### config.mk
export PLATFORM = sky130hd
export DESIGN_NAME = nearest_palette_quantiser
export DESIGN_NICKNAME = d
export VERILOG_FILES = /design/src/hw/rtl/npq_pkg.sv /design/src/hw/rtl/npq_csr.sv /design/src/hw/rtl/npq_dist.sv /design/src/hw/rtl/npq_select.sv /design/src/hw/rtl/nearest_palette_quantiser.sv
export SDC_FILE = /design/constraint.sdc
export NUM_CORES = 2
export LEC_CHECK = 0
export ABC_AREA = 1
export BUFFER_PORTS_ARGS = -buffer_cell sky130_fd_sc_hd__buf_2
export CAP_MARGIN = 20
export CELL_PAD_IN_SITES_DETAIL_PLACEMENT = 1
export CELL_PAD_IN_SITES_GLOBAL_PLACEMENT = 1
export CORE_ASPECT_RATIO = 0.75
export CORE_MARGIN = 5
export CORE_UTILIZATION = 43
export CTS_BUF_LIST = sky130_fd_sc_hd__clkbuf_2 sky130_fd_sc_hd__clkbuf_4 sky130_fd_sc_hd__clkbuf_8
export DETAILED_ROUTE_END_ITERATION = 12
export HOLD_SLACK_MARGIN = 0.05
export PLACE_DENSITY = 0.75
export SYNTH_ARGS = -nofsm -noshare
export SYNTH_HDL_FRONTEND = slang
export SYNTH_SLANG_ARGS = --single-unit
### constraint.sdc
create_clock -name clock -period 16.17 [get_ports clock]
set_clock_uncertainty 0.15 [all_clocks]
set_input_delay 2.4255 -clock clock [delete_from_list [all_inputs] [get_ports clock]]
set_output_delay 2.4255 -clock clock [all_outputs]
set_load 0.005 [all_outputs]
### src/hw/rtl/npq_pkg.sv
package npq_pkg;

   localparam int PALETTE_SIZE = 6;
   localparam int PALETTE_REGS = 6;
   localparam int NUM_PAIRS    = (PALETTE_SIZE + 1) / 2;
   localparam int CHAN_W       = 8;
   localparam int NUM_CHAN     = 3;
   localparam int RGB_W        = NUM_CHAN * CHAN_W;
   localparam int SQ_W         = 2 * CHAN_W;
   localparam int DIST_W       = SQ_W + 2;
   localparam int IDX_W        = 3;
   localparam int CSR_IDX_W    = 3;

   localparam logic [CHAN_W-1:0]    NEUTRAL_SPREAD    = 8'd20;
   localparam logic [CHAN_W-1:0]    ALPHA_OPAQUE      = 8'hff;
   localparam logic [IDX_W-1:0]     NEUTRAL_LIMIT_RST = 3'd1;
   localparam logic [CSR_IDX_W-1:0] REG_NEUTRAL_LIMIT = 3'd6;

   typedef logic [RGB_W-1:0] rgb_type;
   typedef rgb_type [PALETTE_REGS-1:0] palette_type;

   typedef struct packed {
      logic [CHAN_W-1:0] red_in;
      logic [CHAN_W-1:0] green_in;
      logic [CHAN_W-1:0] blue_in;
   } req_word_type;

   typedef struct packed {
      logic [31:0]      argb_out;
      logic [IDX_W-1:0] palette_index;
      logic             is_neutral;
   } rsp_word_type;

   typedef struct packed {
      logic [DIST_W-1:0] dist_sq;
      logic [IDX_W-1:0]  idx;
      logic              cand;
   } cand_type;

   typedef cand_type [PALETTE_SIZE-1:0] cand_vec_type;
   typedef cand_type [NUM_PAIRS-1:0]    pair_vec_type;

   // lower-index operand a wins ties
   function automatic cand_type pick(input cand_type a, input cand_type b);
      cand_type r;
      if (a.cand && (!b.cand || (a.dist_sq <= b.dist_sq))) begin
         r = a;
      end else begin
         r = b;
      end
      return r;
   endfunction

endpackage

### src/hw/rtl/npq_csr.sv
module npq_csr (
   input  logic                          clock,
   input  logic                          reset,
   input  logic                          csr_valid,
   output logic                          csr_ready,
   input  logic [npq_pkg::CSR_IDX_W-1:0] csr_index,
   input  logic [npq_pkg::RGB_W-1:0]     csr_data,
   output npq_pkg::palette_type          palette,
   output logic [npq_pkg::IDX_W-1:0]     neutral_limit
);

   npq_pkg::palette_type              palette_ff;
   logic [npq_pkg::IDX_W-1:0]         limit_ff;

   assign csr_ready = 1'b1;

   always_ff @(posedge clock) begin
      if (reset) begin
         palette_ff <= '0;
         limit_ff   <= npq_pkg::NEUTRAL_LIMIT_RST;
      end else if (csr_valid) begin
         for (int i = 0; i < npq_pkg::PALETTE_REGS; i++) begin
            if (csr_index == npq_pkg::CSR_IDX_W'(i)) begin
               palette_ff[i] <= csr_data;
            end
         end
         if (csr_index == npq_pkg::REG_NEUTRAL_LIMIT) begin
            limit_ff <= csr_data[npq_pkg::IDX_W-1:0];
         end
      end
   end

   assign palette       = palette_ff;
   assign neutral_limit = limit_ff;

endmodule

### src/hw/rtl/npq_dist.sv
module npq_dist (
   input  logic                      clock,
   input  logic                      reset,
   input  logic                      in_valid,
   output logic                      in_ready,
   input  npq_pkg::req_word_type     in_word,
   input  npq_pkg::palette_type      palette,
   input  logic [npq_pkg::IDX_W-1:0] neutral_limit,
   output logic                      out_valid,
   input  logic                      out_ready,
   output npq_pkg::cand_vec_type     out_cand,
   output logic                      out_neutral
);

   localparam int P = npq_pkg::PALETTE_SIZE;
   localparam int C = npq_pkg::NUM_CHAN;
   localparam int W = npq_pkg::CHAN_W;

   logic [C-1:0][W-1:0]                chan;
   logic [W-1:0]                       hi, lo, spread;
   logic                               neutral;
   logic [P-1:0][C-1:0][W-1:0]         d1_in;
   logic [P-1:0]                       cand1_in;

   logic                               v1_ff, v2_ff, v3_ff;
   logic                               en1, en2, en3;
   logic [P-1:0][C-1:0][W-1:0]         d1_ff;
   logic [P-1:0]                       cand1_ff, cand2_ff;
   logic                               neu1_ff, neu2_ff, neu3_ff;
   logic [P-1:0][C-1:0][npq_pkg::SQ_W-1:0] sq2_in, sq2_ff;
   npq_pkg::cand_vec_type              c3_in, c3_ff;

   assign en3      = !v3_ff || out_ready;
   assign en2      = !v2_ff || en3;
   assign en1      = !v1_ff || en2;
   assign in_ready = en1;

   // stage 1: spread test and per-channel distances
   always_comb begin
      chan[0] = in_word.red_in;
      chan[1] = in_word.green_in;
      chan[2] = in_word.blue_in;
      hi = chan[0];
      lo = chan[0];
      for (int c = 1; c < C; c++) begin
         if (chan[c] > hi) hi = chan[c];
         if (chan[c] < lo) lo = chan[c];
      end
      spread  = hi - lo;
      neutral = spread < npq_pkg::NEUTRAL_SPREAD;
      for (int i = 0; i < P; i++) begin
         cand1_in[i] = !neutral || (npq_pkg::IDX_W'(i) <= neutral_limit) || (i == 0);
         for (int c = 0; c < C; c++) begin
            if (chan[c] > palette[i][(C-1-c)*W +: W]) begin
               d1_in[i][c] = chan[c] - palette[i][(C-1-c)*W +: W];
            end else begin
               d1_in[i][c] = palette[i][(C-1-c)*W +: W] - chan[c];
            end
         end
      end
   end

   // stage 2: squares
   always_comb begin
      for (int i = 0; i < P; i++) begin
         for (int c = 0; c < C; c++) begin
            sq2_in[i][c] = d1_ff[i][c] * d1_ff[i][c];
         end
      end
   end

   // stage 3: distance sums
   always_comb begin
      for (int i = 0; i < P; i++) begin
         c3_in[i].dist_sq = {2'b00, sq2_ff[i][0]} + {2'b00, sq2_ff[i][1]}
                          + {2'b00, sq2_ff[i][2]};
         c3_in[i].idx     = npq_pkg::IDX_W'(i);
         c3_in[i].cand    = cand2_ff[i];
      end
   end

   always_ff @(posedge clock) begin
      if (reset) begin
         v1_ff <= 1'b0;
         v2_ff <= 1'b0;
         v3_ff <= 1'b0;
      end else begin
         if (en1) v1_ff <= in_valid;
         if (en2) v2_ff <= v1_ff;
         if (en3) v3_ff <= v2_ff;
      end
   end

   always_ff @(posedge clock) begin
      if (en1) begin
         d1_ff    <= d1_in;
         cand1_ff <= cand1_in;
         neu1_ff  <= neutral;
      end
      if (en2) begin
         sq2_ff   <= sq2_in;
         cand2_ff <= cand1_ff;
         neu2_ff  <= neu1_ff;
      end
      if (en3) begin
         c3_ff    <= c3_in;
         neu3_ff  <= neu2_ff;
      end
   end

   assign out_valid   = v3_ff;
   assign out_cand    = c3_ff;
   assign out_neutral = neu3_ff;

endmodule

### src/hw/rtl/npq_select.sv
module npq_select (
   input  logic                  clock,
   input  logic                  reset,
   input  logic                  in_valid,
   output logic                  in_ready,
   input  npq_pkg::cand_vec_type in_cand,
   input  logic                  in_neutral,
   input  npq_pkg::palette_type  palette,
   output logic                  out_valid,
   input  logic                  out_ready,
   output npq_pkg::rsp_word_type out_word
);

   localparam int P  = npq_pkg::PALETTE_SIZE;
   localparam int NP = npq_pkg::NUM_PAIRS;

   logic                  v4_ff, vo_ff;
   logic                  en4, eno;
   npq_pkg::pair_vec_type p4_in, p4_ff;
   logic                  neu4_ff;
   npq_pkg::cand_type     best;
   npq_pkg::rsp_word_type o_in, o_ff;

   assign eno      = !vo_ff || out_ready;
   assign en4      = !v4_ff || eno;
   assign in_ready = en4;

   // stage 4: pairwise reduce
   always_comb begin
      for (int k = 0; k < NP; k++) begin
         if (2 * k + 1 < P) begin
            p4_in[k] = npq_pkg::pick(in_cand[2*k], in_cand[2*k+1]);
         end else begin
            p4_in[k] = in_cand[2*k];
         end
      end
   end

   // stage 5: final reduce and palette lookup
   always_comb begin
      best = p4_ff[0];
      for (int k = 1; k < NP; k++) begin
         best = npq_pkg::pick(best, p4_ff[k]);
      end
      o_in.argb_out      = {npq_pkg::ALPHA_OPAQUE, palette[best.idx]};
      o_in.palette_index = best.idx;
      o_in.is_neutral    = neu4_ff;
   end

   always_ff @(posedge clock) begin
      if (reset) begin
         v4_ff <= 1'b0;
         vo_ff <= 1'b0;
      end else begin
         if (en4) v4_ff <= in_valid;
         if (eno) vo_ff <= v4_ff;
      end
   end

   always_ff @(posedge clock) begin
      if (en4) begin
         p4_ff   <= p4_in;
         neu4_ff <= in_neutral;
      end
      if (eno) begin
         o_ff <= o_in;
      end
   end

   assign out_valid = vo_ff;
   assign out_word  = o_ff;

endmodule

### src/hw/rtl/nearest_palette_quantiser.sv
// channel   direction  handshake              word
// req       in         req_valid/req_ready    req_data (red, green, blue)
// rsp       out        rsp_valid/rsp_ready    rsp_data (argb, index, neutral flag)
// csr       in         csr_valid/csr_ready    csr_index, csr_data
//
// One pixel per clock while rsp_ready is high.
// Five register stages: channel distances, squares, sums, pair compare,
// final compare with palette lookup into the output register.
// Synchronous reset clears all valid bits; palette to 0, neutral limit to 1.
// A stall holds only the stages that are full; bubbles collapse.
// csr_ready is always high; writes take effect the next cycle.
module nearest_palette_quantiser (
   input  logic                          clock,
   input  logic                          reset,
   input  logic                          req_valid,
   output logic                          req_ready,
   input  npq_pkg::req_word_type         req_data,
   output logic                          rsp_valid,
   input  logic                          rsp_ready,
   output npq_pkg::rsp_word_type         rsp_data,
   input  logic                          csr_valid,
   output logic                          csr_ready,
   input  logic [npq_pkg::CSR_IDX_W-1:0] csr_index,
   input  logic [npq_pkg::RGB_W-1:0]     csr_data
);

   npq_pkg::palette_type          palette;
   logic [npq_pkg::IDX_W-1:0]     neutral_limit;
   logic                          mid_valid, mid_ready, mid_neutral;
   npq_pkg::cand_vec_type         mid_cand;

   npq_csr u_csr (
      .clock         (clock),
      .reset         (reset),
      .csr_valid     (csr_valid),
      .csr_ready     (csr_ready),
      .csr_index     (csr_index),
      .csr_data      (csr_data),
      .palette       (palette),
      .neutral_limit (neutral_limit)
   );

   npq_dist u_dist (
      .clock         (clock),
      .reset         (reset),
      .in_valid      (req_valid),
      .in_ready      (req_ready),
      .in_word       (req_data),
      .palette       (palette),
      .neutral_limit (neutral_limit),
      .out_valid     (mid_valid),
      .out_ready     (mid_ready),
      .out_cand      (mid_cand),
      .out_neutral   (mid_neutral)
   );

   npq_select u_select (
      .clock      (clock),
      .reset      (reset),
      .in_valid   (mid_valid),
      .in_ready   (mid_ready),
      .in_cand    (mid_cand),
      .in_neutral (mid_neutral),
      .palette    (palette),
      .out_valid  (rsp_valid),
      .out_ready  (rsp_ready),
      .out_word   (rsp_data)
   );

endmodule
; ---- Yosys cells after proc, flatten, opt, wreduce, memory -nomap -nowiden
; Index checks and enable logic that the tools add are counted.
; W data, S select, Z words.
[op_classes]
addsub = 49
mul = 18
order_cmp = 34
eq_ne = 6
mux = 29
reduce_logical = 38
[ops]
columns = op, n
row1 = $sub A8 B8 Y8, 37
row2 = $mul A8 B8 Y16, 18
row3 = $mux W8, 22
row4 = $gt A8 B8 Y1, 20
row5 = $add A18 B16 Y18, 6
row6 = $add A16 B16 Y17, 6
row7 = $le A18 B18 Y1, 5
row8 = $mux W22, 4
row9 = $bmux W24 S3, 1
row10 = $mux W24, 1
row11 = $lt A8 B8 Y1, 2
row12 = $logic_or A1 B1 Y1, 15
row13 = $reduce_and A2 Y1, 7
row14 = $logic_not A1 Y1, 11
row15 = $eq A3 B3 Y1 const B, 3
row16 = $lt A8 B5 Y1 const B, 1
row17 = $eq A3 B2 Y1 const B, 2
row18 = $le A2 B3 Y1 const A, 2
row19 = $le A3 B3 Y1 const A, 2
row20 = $logic_and A1 B1 Y1, 4
row21 = $lt A3 B4 Y1 const B, 1
row22 = $mux W4, 1
row23 = $eq A3 B1 Y1 const B, 1
row24 = $le A1 B3 Y1 const A, 1
row25 = $logic_not A3 Y1, 1
[word_totals]
reg_bits = 805
in_bits = 56
output_inout_bits = 39
word_cells = 251

; ---- Depth between registers and ports, before layout
[logic_depth]
word_depth = 10
depth_mapped = 35

; ---- Cells and area by module
; From an unflattened synthesis, not the netlist that was laid out.
[hier_totals]
cells_unflattened = 8455
hier_area_um2 = 75262.2
[by_module_without_submodules]
columns = module, n_inst, cells_each, area_each_um2, seq_area_each_um2
row1 = npq_dist, 1, 6442, 60933.4, 16275.6
row2 = npq_select, 1, 1172, 8504.4, 2892.8
row3 = npq_csr, 1, 841, 5824.3, 2942.8

; ---- Worst setup path after synthesis
; No wires, ideal clock.
[synth_path]
kind = input to register
startpoint = in rsp_ready
endpoint = reg u_dist.cand2_ff[1], enable pin
arrival_ns = 12.394
t_required_ns = 15.394
setup_slack_ns = 3.000
stages = 8
path_buffers = 0
path_cell_list = nor2_1 > inv_1 > nor2_1 > inv_1 > nor2_1 > inv_1 > nor2_1 > inv_1
[synth_between]
elab_chain_len = 4
[synth_rtl]
columns = element, line
row1 = start: declaration, nearest_palette_quantiser.sv:19  ; input logic rsp_ready,
row2 = $logic_or A1 B1 Y1, npq_select.sv:24  ; assign eno = !vo_ff || out_ready;
row3 = net u_select.eno, npq_select.sv:18  ; logic en4, eno;
row4 = $logic_or A1 B1 Y1, npq_select.sv:25  ; assign en4 = !v4_ff || eno;
row5 = net mid_ready, nearest_palette_quantiser.sv:29  ; logic mid_valid, mid_ready, mid_neutral;
row6 = $logic_or A1 B1 Y1, npq_dist.sv:33  ; assign en3 = !v3_ff || out_ready;
row7 = net u_dist.en3, npq_dist.sv:26  ; logic en1, en2, en3;
row8 = $logic_or A1 B1 Y1, npq_dist.sv:34  ; assign en2 = !v2_ff || en3;
row9 = net u_dist.en2, npq_dist.sv:26
row10 = end signal: assignment, npq_dist.sv:102  ; cand2_ff <= cand1_ff;
row11 = end: declaration, npq_dist.sv:28  ; logic [P-1:0] cand1_ff, cand2_ff;
; The timed path passes the listed nets, and every way through them passes these cells.
; A chain may end at the register's enable or synchronous reset.

; ---- Worst setup path after layout
[layout_path]
startpoint = in rsp_ready
endpoint = out req_ready
[layout_between]
elab_chain_len = 5
[layout_rtl]
columns = element, line
row1 = $logic_or A1 B1 Y1, npq_select.sv:24
row2 = net u_select.eno, npq_select.sv:18
row3 = $logic_or A1 B1 Y1, npq_select.sv:25
row4 = net mid_ready, nearest_palette_quantiser.sv:29
row5 = $logic_or A1 B1 Y1, npq_dist.sv:33
row6 = net u_dist.en3, npq_dist.sv:26
row7 = $logic_or A1 B1 Y1, npq_dist.sv:34
row8 = $logic_or A1 B1 Y1, npq_dist.sv:35  ; assign en1 = !v1_ff || en2;
row9 = end: declaration, nearest_palette_quantiser.sv:16  ; output logic req_ready,
; The timed path passes the listed nets, and every way through them passes these cells.

==> impl_metrics.yaml <==
outcome:
  outcome: "completed"
worst_setup_path:
  endpoint: "req_ready"
  slowest_stage: "inv_2"
  crit_arrival_ns: 5.95
  crit_required_ns: 13.59
  critPathMaxStageDelay_ns: 0.76
  cp_max_fo: 63
  cp-start-kind: "input pin"
  reg2reg_from: "u_select.p4_ff[13]$_DFFE_PP_"
  rrSetupSlack_ns: 9.53
  critPathKind: "in -> out"
  critPathMostFrequentCell: "nor2_1"
  rr_endpoint: "u_select.out_word[16]$_DFFE_PP_"
  worstSetupStartpoint: "rsp_ready"
  r2r_cells: 28
  worstPathCellList: "buf_2 > nor2_1 > inv_2 > nor2_1 > inv_2 > buf_4 > nor2_1 > inv_4 > nor2_1 > nand2_4 > buf_2"
  end_kind: "primary output"
clock_network:
  clk_pin_slew_ns: 0.07
  clock_sinks: 781
  cts_tree: "yes"
  post-cts-setup-buffer-count: 0
  cts_buffer_depth: 3
  cts_buffers: 141
  htree_levels: 4
  clock-root-buffer: "clkbuf_8"
  clock_latency_ns: 0.90
  ctsHoldBuffers: 0
  cts_resized: 0
floorplan:
  die_area_sq_um: 181000
  io_pins: 95
  fp.dieW_um: 489
  start_util_pct: 43.4
  fp-row-count: 131
  die_h_um: 369
  core_sq_um: 171000
logic_synthesis:
  async_flop_share_pct: 0
  yosys_warnings: 0
  synthCells: 8292
  synth.distinct_cells: 55
  synth-edff-count: 629
  synth_area_sq_um: 74100
  syn_avg_cell_area_sq_um: 8.93
  ys.flop_type: "edfxtp_1"
  ys_seq_elements: 781
  seq_area_frac_synth_pct: 29.6
final_layout:
  area_growth_pct: 7.65
  fillers: 19987
  drive_gt1_share_pct: 5.17
  multi_input_area_sq_um: 44900
  fin_nets: 9966
  seq_area_sq_um: 21900
routing:
  antenna_left: 0
  vias_per_cell: 5.28
  drtIter0Drc: 3907
  drt_wl_total_um: 222000
  post-route-drc-count: 0
  post_drt_wl_per_cell_um: 20.7
  wl_met3_um: 13500
  drt-met1-wl_um: 103000
  dr_total_vias: 56570
  dr.pass1.iters: 6
  wl_met2_um: 100000
  routed.top_layer: "met5"
timing:
  period_share_pct: 52.7
  finalCriticalPeriod_ns: 8.53
  setup_violations: 0
  totalNegativeSetupSlack_ns: 0
  rsz0062_at_grt: "no"
  max_freq_ghz: 0.117
  holdWs_ns: 0.274
  worst_pin_slew_ns: 1.17
  hold_viol_final: 0
  slew_viol_final: 0
  max_slew_margin_pct: 21.9
grt:
  grt_pass1_vias: 60510
  grt_pass1_wl_um: 346000
  grtUsageTotal_pct: 24.6
  grt-ovfl-total: 0
  grt_max_degree: 91
  grt_antenna_before_repair: 29
placement:
  io_buffers: 85
  gp_congestion: 0.909
  place_hpwl_um: 179000
min_path:
  hold_start: "u_dist.cand2_ff[5]$_DFFE_PP_"
  hold_path_class: "reg -> reg"
job:
  max_cap_viol_count: 0
state kept, by name, indices dropped and copies added (netlist names):
| signal | count |
|---|---|
| u_dist.out_neutral | 1 |
| u_select.out_word | 28 |
| u_select.v4_ff | 1 |
| u_select.out_valid | 1 |
| u_dist.d1_ff | 144 |
| u_dist.out_cand | 113 |
| u_csr.neutral_limit | 3 |
| u_dist.v1_ff | 1 |
| u_dist.cand1_ff | 5 |
| u_select.neu4_ff | 1 |
| u_csr.palette | 144 |
| u_dist.cand2_ff | 5 |
| u_select.p4_ff | 60 |
| u_dist.neu2_ff | 1 |
| u_dist.neu1_ff | 1 |
| u_dist.v2_ff | 1 |
| u_dist.out_valid | 1 |
| u_dist.sq2_ff | 270 |
kinds of logic (layout without fill, tap and decap cells):
| family | Yosys count | in the layout | synth area share, % |
|---|---|---|---|
| buf+inv | 1902 | 2033 | 9.80 |
| other cells | 2 | 34 | 0.0101 |
| flops | 781 | 781 | 29.6 |
| fa+ha+maj | 1593 | 1593 | 31.9 |
| simple gates | 1895 | 1895 | 10.1 |
| xor+xnor | 560 | 560 | 6.62 |
| compound gates | 1487 | 1487 | 11.0 |
| mux | 72 | 72 | 0.980 |
synthesized netlist by cell type (3+ instances only):
cell       instances  area [sq um]
nor3_1            35           175
clkbuf_1         208           781
o2111ai_1          3          26.3
o211ai_1          19           143
a31oi_1           15          93.8
a221oi_1          21           184
o21bai_2           4          45.0
mux2i_1           68           681
a21boi_1           3          22.5
or2_2              3          18.8
buf_6              9           101
nand2_1         1307          4910
a21o_1            16           120
nand2_2           12          75.1
o21bai_1          37           278
xnor2_1          130          1140
mux2_2             4          45.0
buf_4              9          67.6
a31o_2             5          43.8
buf_2             14          70.1
a21oi_1          770          3850
a21boi_0           3          22.5
edfxtp_1         629         18900
ha_1            1101         13800
o221ai_1          22           193
fa_1             492          9850
o21ai_1           60           300
nand3_1          136           681
o21ai_0          449          2250
dfxtp_1          152          3040
o21ai_2           13           114
o32ai_4            3          82.6
xor2_1           430          3770
a211oi_1          19           143
inv_1           1658          6220
nand4_1           19           119
inv_2              4          15.0
nor2_1           370          1390
a21oi_2           14           123
nand3_2            4          40.0
o31ai_1            4          30.0
stage by stage:
step	util (%)	instances	worst slack [ns]	cell area [sq um]
after global placement	44.9	10432	7.82	76500
after floorplan	-	8302	3.00	74100
after detailed placement	44.9	10433	7.65	76600
after CTS	46.7	10692	7.61	79600
after global routing	46.7	10706	7.43	79700
final	46.7	10716	7.64	79700
layout by cell type, fill, tap and decap left out, drive strengths merged, types with 2 or more instances in the layout:
cell type  Yosys  final
a31o           5      5
inv         1662   1667
a211oi        19     19
a21o          16     16
mux2i         68     68
a21boi         6      6
o2111ai        3      3
edfxtp       629    629
clkinv         0     42
diode          0     22
dfxtp        152    152
conb           2     12
nor3          37     37
o21ai        523    523
o32ai          4      4
fa           492    492
ha          1101   1101
nor2         373    373
a221oi        21     21
nand2       1319   1319
nand3        140    140
o21bai        41     41
nand4         19     19
o311ai         2      2
a21oi        784    784
xnor2        130    130
o211ai        20     20
a31oi         15     15
o221ai        22     22
clkbuf       208    196
or2            4      4
bufinv         0     11
o31ai          4      4
buf           32    112
xor2         430    430
clkinvlp       0      5
mux2           4      4
per-layer routing:
metal | GRT usage, % | up-vias
met4 | 6.10 | 2
li1 | - | 26826
met2 | 39.4 | 1318
met5 | 0 | -
met1 | 35.3 | 28160
met3 | 3.28 | 264
worst max-delay path, delay by kind of cell:
kind	cells	cell delay (ns)
AND/OR/NAND/NOR	5	1.19
buffers and inverters	6	2.23
worst min path at each step:
stage / to / depth (start not counted)
after floorplan: u_dist.cand2_ff[1]$_DFFE_PP_ / 0
after global placement: u_dist.out_cand[22]$_DFFE_PP_ / 0
after detailed placement: u_dist.out_cand[110]$_DFFE_PP_ / 0
after CTS: u_dist.out_cand[110]$_DFFE_PP_ / 0
after global routing: u_dist.out_cand[110]$_DFFE_PP_ / 0
final: u_dist.out_cand[110]$_DFFE_PP_ / 0
cell type report:
cell class	count	area share, %
well taps	2261	3.55
repair buffers	112	0.863
flip-flops and latches	781	27.5
diodes	22	0.0690
multi-input cells	5619	56.3
clock buffers	196	3.05
inverters	1662	7.84
clock inverters	63	0.780
Power is left out: the tool's default activity adds up to more than one toggle a clock period on the data nets, which glitch-free logic cannot reach.
